**src/lrr_pkg.sv**
```systemverilog
// ----------------------------------------------------------------------------
// lrr_pkg
// Types and constants shared by the 1bpp line/rectangle raster core.
// ----------------------------------------------------------------------------
`default_nettype none

package lrr_pkg;

  // command codes on the input channel
  localparam logic [1:0] ACT_LINE = 2'd0;
  localparam logic [1:0] ACT_RECT = 2'd1;
  localparam logic [1:0] ACT_READ = 2'd2;

  // configuration register indexes
  localparam logic [1:0] REG_INVERSE = 2'd0;
  localparam logic [1:0] REG_WIDTH   = 2'd1;
  localparam logic [1:0] REG_HEIGHT  = 2'd2;

  localparam logic [7:0] RST_WIDTH  = 8'd128;
  localparam logic [6:0] RST_HEIGHT = 7'd64;

  localparam logic [7:0] MSB_MASK = 8'h80;

  localparam int QDEPTH = 2;

  typedef enum logic [1:0] {
    K_NOP,
    K_LINE,
    K_RECT,
    K_READ
  } lrr_kind_t;

  typedef struct packed {
    logic       inverse;
    logic [7:0] width;
    logic [6:0] height;
  } lrr_cfg_t;

  typedef struct packed {
    lrr_kind_t          kind;
    logic [7:0]         xa;
    logic [7:0]         ya;
    logic [7:0]         xb;
    logic [7:0]         yb;
    logic               color;
    logic [9:0]         addr;
    logic [7:0]         dx;
    logic [7:0]         dy;
    logic               sx;
    logic               sy;
    logic signed [9:0]  err;
  } lrr_cmd_t;

  typedef enum logic [2:0] {
    S_CLEAR,
    S_IDLE,
    S_PIX,
    S_WR,
    S_RDWAIT,
    S_DONE
  } lrr_state_t;

endpackage

`default_nettype wire

```
**src/lrr_front.sv**
```systemverilog
// ----------------------------------------------------------------------------
// lrr_front
// Accepts commands, masks coordinates, classifies them and sets up the
// Bresenham terms before they enter the command queue.
// ----------------------------------------------------------------------------
`default_nettype none

module lrr_front import lrr_pkg::*; #(
  parameter int COORD_BITS = 8
) (
  input  wire logic       in_valid,
  output logic            in_stall,
  input  wire logic [1:0] in_action,
  input  wire logic [7:0] in_start_x,
  input  wire logic [7:0] in_start_y,
  input  wire logic [7:0] in_end_x,
  input  wire logic [7:0] in_end_y,
  input  wire logic       in_pixel_color,
  input  wire logic [9:0] in_read_address,
  input  wire logic       q_full,
  input  wire logic       clearing,
  output logic            push,
  output lrr_cmd_t        cmd
);

  localparam logic [7:0] CMASK = 8'((1 << COORD_BITS) - 1);

  logic [7:0] xa, ya, xb, yb;
  logic [7:0] dx, dy;

  assign xa = in_start_x & CMASK;
  assign ya = in_start_y & CMASK;
  assign xb = in_end_x & CMASK;
  assign yb = in_end_y & CMASK;

  assign dx = (xb > xa) ? (xb - xa) : (xa - xb);
  assign dy = (yb > ya) ? (yb - ya) : (ya - yb);

  assign in_stall = q_full | clearing;
  assign push     = in_valid & ~in_stall;

  always_comb begin
    cmd.xa    = xa;
    cmd.ya    = ya;
    cmd.xb    = xb;
    cmd.yb    = yb;
    cmd.color = in_pixel_color;
    cmd.addr  = in_read_address;
    cmd.dx    = dx;
    cmd.dy    = dy;
    cmd.sx    = (xa < xb);
    cmd.sy    = (ya < yb);
    cmd.err   = (dx > dy) ? $signed({3'b000, dx[7:1]}) : -$signed({3'b000, dy[7:1]});
    unique case (in_action)
      ACT_LINE: cmd.kind = K_LINE;
      ACT_RECT: cmd.kind = ((xb < xa) || (yb < ya)) ? K_NOP : K_RECT;
      ACT_READ: cmd.kind = K_READ;
      default:  cmd.kind = K_NOP;
    endcase
  end

endmodule

`default_nettype wire

```
**config.mk**
```make
export PLATFORM = sky130hd
export DESIGN_NAME = lrr_front
export DESIGN_NICKNAME = d
export VERILOG_FILES = /design/src/lrr_pkg.sv /design/src/lrr_front.sv
export SDC_FILE = /design/constraint.sdc
export NUM_CORES = 1
export LEC_CHECK = 0
export ABC_AREA = 0
export ABC_CLOCK_PERIOD_IN_PS = 18000
export BUFFER_PORTS_ARGS = -buffer_cell sky130_fd_sc_hd__buf_2
export CAP_MARGIN = 40
export CORE_ASPECT_RATIO = 2
export CORE_MARGIN = 2
export CORE_UTILIZATION = 50
export DETAILED_ROUTE_END_ITERATION = 12
export GPL_TIMING_DRIVEN = 0
export PLACE_DENSITY = 0.89
export SYNTH_ARGS = -nofsm -noshare
export SYNTH_HDL_FRONTEND = slang
export SYNTH_SLANG_ARGS = --single-unit
```
**constraint.sdc**
```tcl
create_clock -name vclk -period 18
set_input_delay 5.4 -clock vclk [all_inputs]
set_output_delay 5.4 -clock vclk [all_outputs]
set_load 0.1 [all_outputs]
```
==> impl_metrics.tcl <==
set metrics [dict create \
    outcome "complete, no violations" \
    crit_path_cell_trace "buf_2 > inv_1 > ha_1 > inv_1 > fa_1 > nand3_1 > a21oi_1 > o21ai_2 > buf_4 > mux2_2 > a31oi_1 > o2111ai_1 > nand3_1 > xnor2_1 > ha_1 > nand2_1 > nor2_1 > a21oi_1 > maj3_1 > a21oi_1 > o21ai_2 > nand2_4 > mux2_1 > buf_2" \
    final_cell_mix "buf_2, inv_1, buf_4, ha_1, a21oi_1" \
    ys_types 49 \
    slew_headroom 0.6742 \
    nClkBuffers 0 \
    avgSynthCellArea_um2 7.641 \
    vias_per_cell 4.967 \
    yosysTopAreaCell "ha_1" \
    setup_viol_count_final 0 \
    synth_top_cell_area_share 0.2146 \
    ys_seq_area_frac 0 \
    preCtsSetupSlack_ns 2.547 \
    switchingPower_uw 300.8 \
    seq_area_um2 0 \
    hp-class "in2out" \
    route.detailed.drc 0 \
    ant_nets 0 \
    cts_hold_buf 0 \
    grt_setup_unrepaired "false" \
    worstSetupPathType "in2out" \
    max_freq_mhz 64.75 \
    coreArea_um2 4297 \
    p_comb_frac 1.000 \
    wl_per_cell_um 11.60 \
    grt_pass1_wl_um 8452 \
    post_cts_buffers 0 \
    cp_top_family "adder cells" \
    powerDensity_nw_per_um2 132.9 \
    cp_max_fo 10 \
    finalMaxSlewViolations 0 \
    grt_usage 0.2052 \
    p_sw_frac 0.7958 \
    nFlopsAndLatches 0 \
    syn-cell-area_um2 2216 \
    sequentialPowerShare 0 \
    fin_ws_ns 2.557 \
    n_antenna_cell 0 \
    ir_drop_v 0.00009533 \
    syn_inst 290 \
    cts_resized 0 \
    rows 34 \
    gp_congestion 0.8408 \
    maxCapViolCount 0 \
    syn-num-nets 380 \
    hold_violations 0 \
    cp-end-kind "output pin" \
    fin_crit_ns 15.44 \
    tns_ns 0 \
    layout_commonest_cell "buf_2" \
    grt_max_degree 11 \
    drt_iter0_markers 21 \
    startpoint_type "input pin" \
    io_pins 123 \
    die_h_um 98.15 \
    hpwl_um 4838 \
    p_int_uw 77.17 \
    path_buf_inv 5 \
    critPathSlowestCell "fa_1" \
    grt_overflow 0 \
    yosys_warnings 0 \
    cp.arrival_ns 10.04 \
    drive_gt1_frac 0.4627 \
    antenna_found_initial 0 \
    nets 494 \
    wl_um 5288 \
    route.vias.total 2265 \
    synthToLayoutAreaGrowth_pct 28.35 \
    die_w_um 51.08 \
    die_area_um2 5013 \
    grt_pass1_vias 2185 \
    cpMostUsedCell "a21oi_1" \
    cp_slowest_stage_delay_ns 0.38 \
    first_pass_iters 4 \
    tightest_slew_ns 0.4920 \
    p_clk_frac 0 \
    timing.final.crit_share 0.8579 \
    cp_data_required_time_ns 12.60 \
    start_util 0.5157 \
    synthTopCellsByArea "ha_1, buf_4, inv_1" \
    power.leakage_nw 1.699 \
    port_buffers 112 \
    power_uw 377.9 \
]
[path summary, 6_finish.rpt]
path,start,endpoint,depth (start not counted)
worst max-delay path,in_end_x[0],cmd[3],24
worst min-delay path,in_read_address[0],cmd[28],2
[per-layer routing]
metal,global-route usage,up-vias,wire [um]
met1,0.1654,1031,1610
met4,0.02495,0,64
met5,0,-,0
met3,0.007645,6,277
li1,-,1146,-
met2,0.4815,82,3336
[per-stage QoR]
step	instance area (um2)	utilization	hold WS, ns	cells
after floorplan	2216	-	11.01	290
after global placement	2844	0.6619	11.18	456
after detailed placement	2844	0.6619	11.18	456
after CTS	2844	0.6619	11.18	456
after global routing	2844	0.6619	11.19	456
final	2844	0.6619	11.18	456
[area by class of cell]
type,instances,area [um2]
buffer,49,367.9
inverter,52,195.2
timing repair buffer,112,560.5
multi-input combinational,189,1653
fill,396,1453
tap,54,67.56
[power by group through the flow]
stage | combinational, mW | sequential [mW] | clock [mW]
global route | 0.394 | 0 | 0
detailed placement | 0.379 | 0 | 0
CTS | 0.379 | 0 | 0
floorplan | 0.326 | 0 | 0
finish | 0.378 | 0 | 0
global placement | 0.375 | 0 | 0
[cell families (layout without fill, tap and decap cells)]
group | after synthesis | after routing | synth area share
buf+inv | 101 | 213 | 0.2541
compound gates | 60 | 60 | 0.1909
simple gates | 48 | 48 | 0.1146
fa+ha+maj | 43 | 43 | 0.2552
mux | 21 | 21 | 0.1045
xor+xnor | 17 | 17 | 0.08075
[Yosys cell counts, drive strengths merged]
cell type / instances
a2111oi: 1
a211o: 2
a211oi: 5
a21o: 7
a21oi: 20
a221o: 1
a22oi: 3
a31oi: 1
and2: 1
and3: 1
buf: 49
fa: 4
ha: 38
inv: 52
maj3: 1
mux2: 11
mux2i: 10
nand2: 14
nand3: 8
nand3b: 1
nand4: 5
nand4b: 1
nor2: 13
nor3: 2
o2111ai: 1
o21a: 4
o21ai: 10
o21bai: 3
o221ai: 1
o31a: 1
or2: 2
xnor2: 8
xor2: 9
Power figures use the tool's default switching activity.
