===== src/lrr_pkg.sv =====
// ----------------------------------------------------------------------------
// lrr_pkg
// Types and constants shared by the 1bpp line/rectangle raster core.
// ----------------------------------------------------------------------------
`default_nettype none

package lrr_pkg;

  // command codes on the input channel
  localparam logic [1:0] ACT_LINE = 2'd0;
  localparam logic [1:0] ACT_RECT = 2'd1;
  localparam logic [1:0] ACT_READ = 2'd2;

  // configuration register indexes
  localparam logic [1:0] REG_INVERSE = 2'd0;
  localparam logic [1:0] REG_WIDTH   = 2'd1;
  localparam logic [1:0] REG_HEIGHT  = 2'd2;

  localparam logic [7:0] RST_WIDTH  = 8'd128;
  localparam logic [6:0] RST_HEIGHT = 7'd64;

  localparam logic [7:0] MSB_MASK = 8'h80;

  localparam int QDEPTH = 2;

  typedef enum logic [1:0] {
    K_NOP,
    K_LINE,
    K_RECT,
    K_READ
  } lrr_kind_t;

  typedef struct packed {
    logic       inverse;
    logic [7:0] width;
    logic [6:0] height;
  } lrr_cfg_t;

  typedef struct packed {
    lrr_kind_t          kind;
    logic [7:0]         xa;
    logic [7:0]         ya;
    logic [7:0]         xb;
    logic [7:0]         yb;
    logic               color;
    logic [9:0]         addr;
    logic [7:0]         dx;
    logic [7:0]         dy;
    logic               sx;
    logic               sy;
    logic signed [9:0]  err;
  } lrr_cmd_t;

  typedef enum logic [2:0] {
    S_CLEAR,
    S_IDLE,
    S_PIX,
    S_WR,
    S_RDWAIT,
    S_DONE
  } lrr_state_t;

endpackage

`default_nettype wire


===== src/lrr_queue.sv =====
// ----------------------------------------------------------------------------
// lrr_queue
// Short command queue decoupling the front end from the draw engine.
// ----------------------------------------------------------------------------
`default_nettype none

module lrr_queue import lrr_pkg::*; (
  input  wire logic     clk,
  input  wire logic     rst_n,
  input  wire logic     push,
  input  lrr_cmd_t      push_cmd,
  output logic          full,
  input  wire logic     pop,
  output logic          q_valid,
  output lrr_cmd_t      q_cmd
);

  localparam int PW = (QDEPTH > 1) ? $clog2(QDEPTH) : 1;
  localparam int CW = $clog2(QDEPTH + 1);

  lrr_cmd_t        entry_r [QDEPTH];
  logic [PW-1:0]   wr_ptr_r, rd_ptr_r;
  logic [CW-1:0]   cnt_r;

  assign full    = (cnt_r == CW'(QDEPTH));
  assign q_valid = (cnt_r != '0);
  assign q_cmd   = entry_r[rd_ptr_r];

  function automatic logic [PW-1:0] ptr_inc(input logic [PW-1:0] p);
    ptr_inc = (p == PW'(QDEPTH - 1)) ? '0 : p + 1'b1;
  endfunction

  always_ff @(posedge clk) begin
    if (!rst_n) begin
      wr_ptr_r <= '0;
      rd_ptr_r <= '0;
      cnt_r    <= '0;
    end else begin
      if (push) wr_ptr_r <= ptr_inc(wr_ptr_r);
      if (pop) rd_ptr_r <= ptr_inc(rd_ptr_r);
      if (push && !pop) cnt_r <= cnt_r + 1'b1;
      else if (pop && !push) cnt_r <= cnt_r - 1'b1;
    end
  end

  always_ff @(posedge clk) begin
    if (push) entry_r[wr_ptr_r] <= push_cmd;
  end

endmodule

`default_nettype wire


===== config.mk =====
export PLATFORM = sky130hd
export DESIGN_NAME = lrr_queue
export DESIGN_NICKNAME = d
export VERILOG_FILES = /design/src/lrr_pkg.sv /design/src/lrr_queue.sv
export SDC_FILE = /design/constraint.sdc
export NUM_CORES = 1
export LEC_CHECK = 0
export ABC_AREA = 1
export BUFFER_PORTS_ARGS = -buffer_cell sky130_fd_sc_hd__clkbuf_2
export CAP_MARGIN = 40
export CORE_ASPECT_RATIO = 0.7
export CORE_MARGIN = 8
export CORE_UTILIZATION = 56
export CTS_CLUSTER_SIZE = 16
export DETAILED_ROUTE_END_ITERATION = 12
export PLACE_DENSITY = 0.82
export SYNTH_ARGS = -nofsm -noshare
export SYNTH_HDL_FRONTEND = slang
export SYNTH_SLANG_ARGS = --single-unit

===== constraint.sdc =====
create_clock -name clk -period 6.6 [get_ports clk]
set_clock_uncertainty 0.15 [all_clocks]
set_input_delay 0.33 -clock clk [delete_from_list [all_inputs] [get_ports clk]]
set_output_delay 0.33 -clock clk [all_outputs]
set_load 0.01 [all_outputs]

==> results.sh <==
export IMPL_die_h_um=102
export IMPL_cts_path_max_buffers=2
export IMPL_netlist_instances=262
export IMPL_viasPerCell=4.94
export IMPL_post_cts_setup_buffers=0
export IMPL_io_pins=152
export IMPL_clkTransAtPathRegs_ns=0.05
export IMPL_cts_buffers=17
export IMPL_cts_tree="built"
export IMPL_io_buffers=151
export IMPL_ir_drop_uv=245
export IMPL_vias=3192
export IMPL_outcome="finished clean"
export IMPL_drt_iter0_drc=196
export IMPL_hold_start="rst_n"
export IMPL_postRouteWirelength_mm=11.9
export IMPL_layout_commonest_cell="clkbuf_2"
export IMPL_hp_class="input pin to flip-flop"
export IMPL_synth_cell_types=14
export IMPL_power_density_nw_per_um2=296
export IMPL_fp_row_count=31
export IMPL_ctsResizeCount=0
export IMPL_critPathRequiredTime_ns=6.12
export IMPL_worst_slew_pin_slew_ns=0.704
export IMPL_post_drt_wl_per_cell_um=18.5
export IMPL_grt_pass1_vias=3522
export IMPL_r2r_end="entry_r[1][50]"
export IMPL_hold_end="cnt_r[1]"
export IMPL_initial_utilization_pct=57.1
export IMPL_final_cell_mix="151 x clkbuf_2, 146 x edfxtp_1, 73 x dlygate4sd3_1"
export IMPL_slew_headroom_pct=53.1
export IMPL_antenna_found_initial=0
export IMPL_yosysSeqAreaShare_pct=76.7
export IMPL_maxCapViolCount=0
export IMPL_clock_sinks=151
export IMPL_fillers=572
export IMPL_path_class="flip-flop to primary output"
export IMPL_slew_violations=0
export IMPL_gp_congestion=0.714
export IMPL_post_dp_hpwl_mm=7.46
export IMPL_end_kind="primary output"
export IMPL_multi_input_area_um2=1190
export IMPL_grt_overflow_total=0
export IMPL_syn_area_per_cell_um2=22.3
export IMPL_die_area_um2=14000
export IMPL_rsz0062_at_grt="no"
export IMPL_syn_area_um2=5850
export IMPL_p_leak_uw=0.00330
export IMPL_whs_path_depth=3
export IMPL_synth_warnings=0
export IMPL_setup_tns_ns=0
export IMPL_fmax_mhz=343
export IMPL_critPathMaxFanout=39
export IMPL_grt_max_degree=44
export IMPL_cts_htree_levels=4
export IMPL_finalSetupViolations=0
export IMPL_core_area_um2=10200
export IMPL_period_minus_slack_ns=2.91
export IMPL_period_share_pct=44.1
export IMPL_dr_pass1_iters=4
export IMPL_hold_viol_final=0
export IMPL_clk_latency_ns=0.40
export IMPL_grt_pass1_wl_mm=18.4
export IMPL_cp_start_kind="flip-flop"
export IMPL_drive_above_1_share_pct=50.2
export IMPL_grt_use_total_pct=17.3
export IMPL_crit_arrival_ns=2.43
export IMPL_postLayoutCoreUtil_pct=78.3
export IMPL_synth_nets=340
export IMPL_diodes=0
export IMPL_ys_ff_latch=151
export IMPL_layout_area_overhead_vs_synth_pct=37.2
export IMPL_die_x_um=138
export IMPL_final_antenna_net_count=0
export IMPL_reg2reg_slack_ns=4.57
export IMPL_r2r_start="wr_ptr_r"
export IMPL_drc=0
export IMPL_rr_worst_depth=3
export IMPL_regArea_um2=4490
export IMPL_clockRootBuffer="clkbuf_16"
export IMPL_layout_nets=579
==> metal layers <==
metal	wire length, um	global-route usage (%)	up-vias
met4	141	5.66	0
met2	5970	29.6	134
met3	1030	8.67	15
met1	4810	18.6	1543
li1	-	-	1500
met5	0	0	-
==> power breakdown <==
| part | switching (uW) | total (uW) | leakage [uW] | internal [uW] |
|---|---|---|---|---|
| Clock | 355 | 983 | 0.000290 | 628 |
| Combinational | 115 | 256 | 0.00159 | 141 |
| Sequential | 22.5 | 1130 | 0.00141 | 1110 |
| Total | 493 | 2370 | 0.00330 | 1880 |
==> sequential cells by signal, indices dropped and copies added, names as in the netlist, named ones only <==
register  flops
wr_ptr_r      1
rd_ptr_r      1
entry_r     146
cnt_r         2
==> worst max path at each step <==
stage / end / slack [ns] / depth (start not counted)
4_1_cts: q_cmd[52] / 3.64 / 3
3_5_place_dp: q_cmd[52] / 4.08 / 3
5_1_grt: q_cmd[52] / 3.56 / 3
6_report: q_cmd[52] / 3.69 / 3
3_3_place_gp: q_cmd[52] / 4.07 / 3
2_1_floorplan: entry_r[0][0] / 2.51 / 2
==> timing repair <==
item	in CTS	in global routing
hold endpoints to repair	146	0
hold buffers	73	0
setup endpoints to repair	0	0
==> critical path, cell delays in order, from the launching register on <==
cell and delay [ns]:
dfxtp_4 0.76, buf_4 0.69, mux2_2 0.41, clkbuf_2 0.13
==> final cells by class <==
| type | count | area share, % |
|---|---|---|
| clock buffers | 18 | 5.35 |
| inverters | 8 | 0.390 |
| well taps | 132 | 2.06 |
| clock inverters | 14 | 2.26 |
| flip-flops and latches | 151 | 56.0 |
| repair buffers | 228 | 19.2 |
| multi-input cells | 95 | 14.8 |
==> synth_stat cells <==
cell type | number | area share, %
edfxtp_1 | 146 | 75
mux2_4 | 70 | 18
nand2_1 | 9 | 0.58
inv_1 | 8 | 0.51
nor2_1 | 8 | 0.51
buf_12 | 7 | 2.4
dfxtp_1 | 5 | 1.7
mux2_2 | 3 | 0.58
a21oi_1 | 1 | 0.085
buf_6 | 1 | 0.19
ha_1 | 1 | 0.21
nand3_1 | 1 | 0.085
nand4_1 | 1 | 0.11
o21ai_0 | 1 | 0.085
==> cell families after synthesis <==
logic type / Yosys count / share of synthesized area, %
flops: 151 / 76.7
mux: 73 / 18.5
simple gates: 19 / 1.28
buf+inv: 16 / 3.10
compound gates: 2 / 0.171
fa+ha+maj: 1 / 0.214
==> stage by stage <==
step	instance area (um2)	std cells	power, uW	setup slack, ns	hold slack, ns
2_1_floorplan	5850	262	1290	2.51	0.279
3_3_place_gp	6650	540	1360	4.07	0.326
3_5_place_dp	6680	541	1370	4.08	0.346
4_1_cts	8020	646	2390	3.64	0.0121
5_1_grt	8020	646	2450	3.56	0.0152
6_report	8020	646	2370	3.69	0.0294
Note: power is estimated with default switching activity, not from simulation.
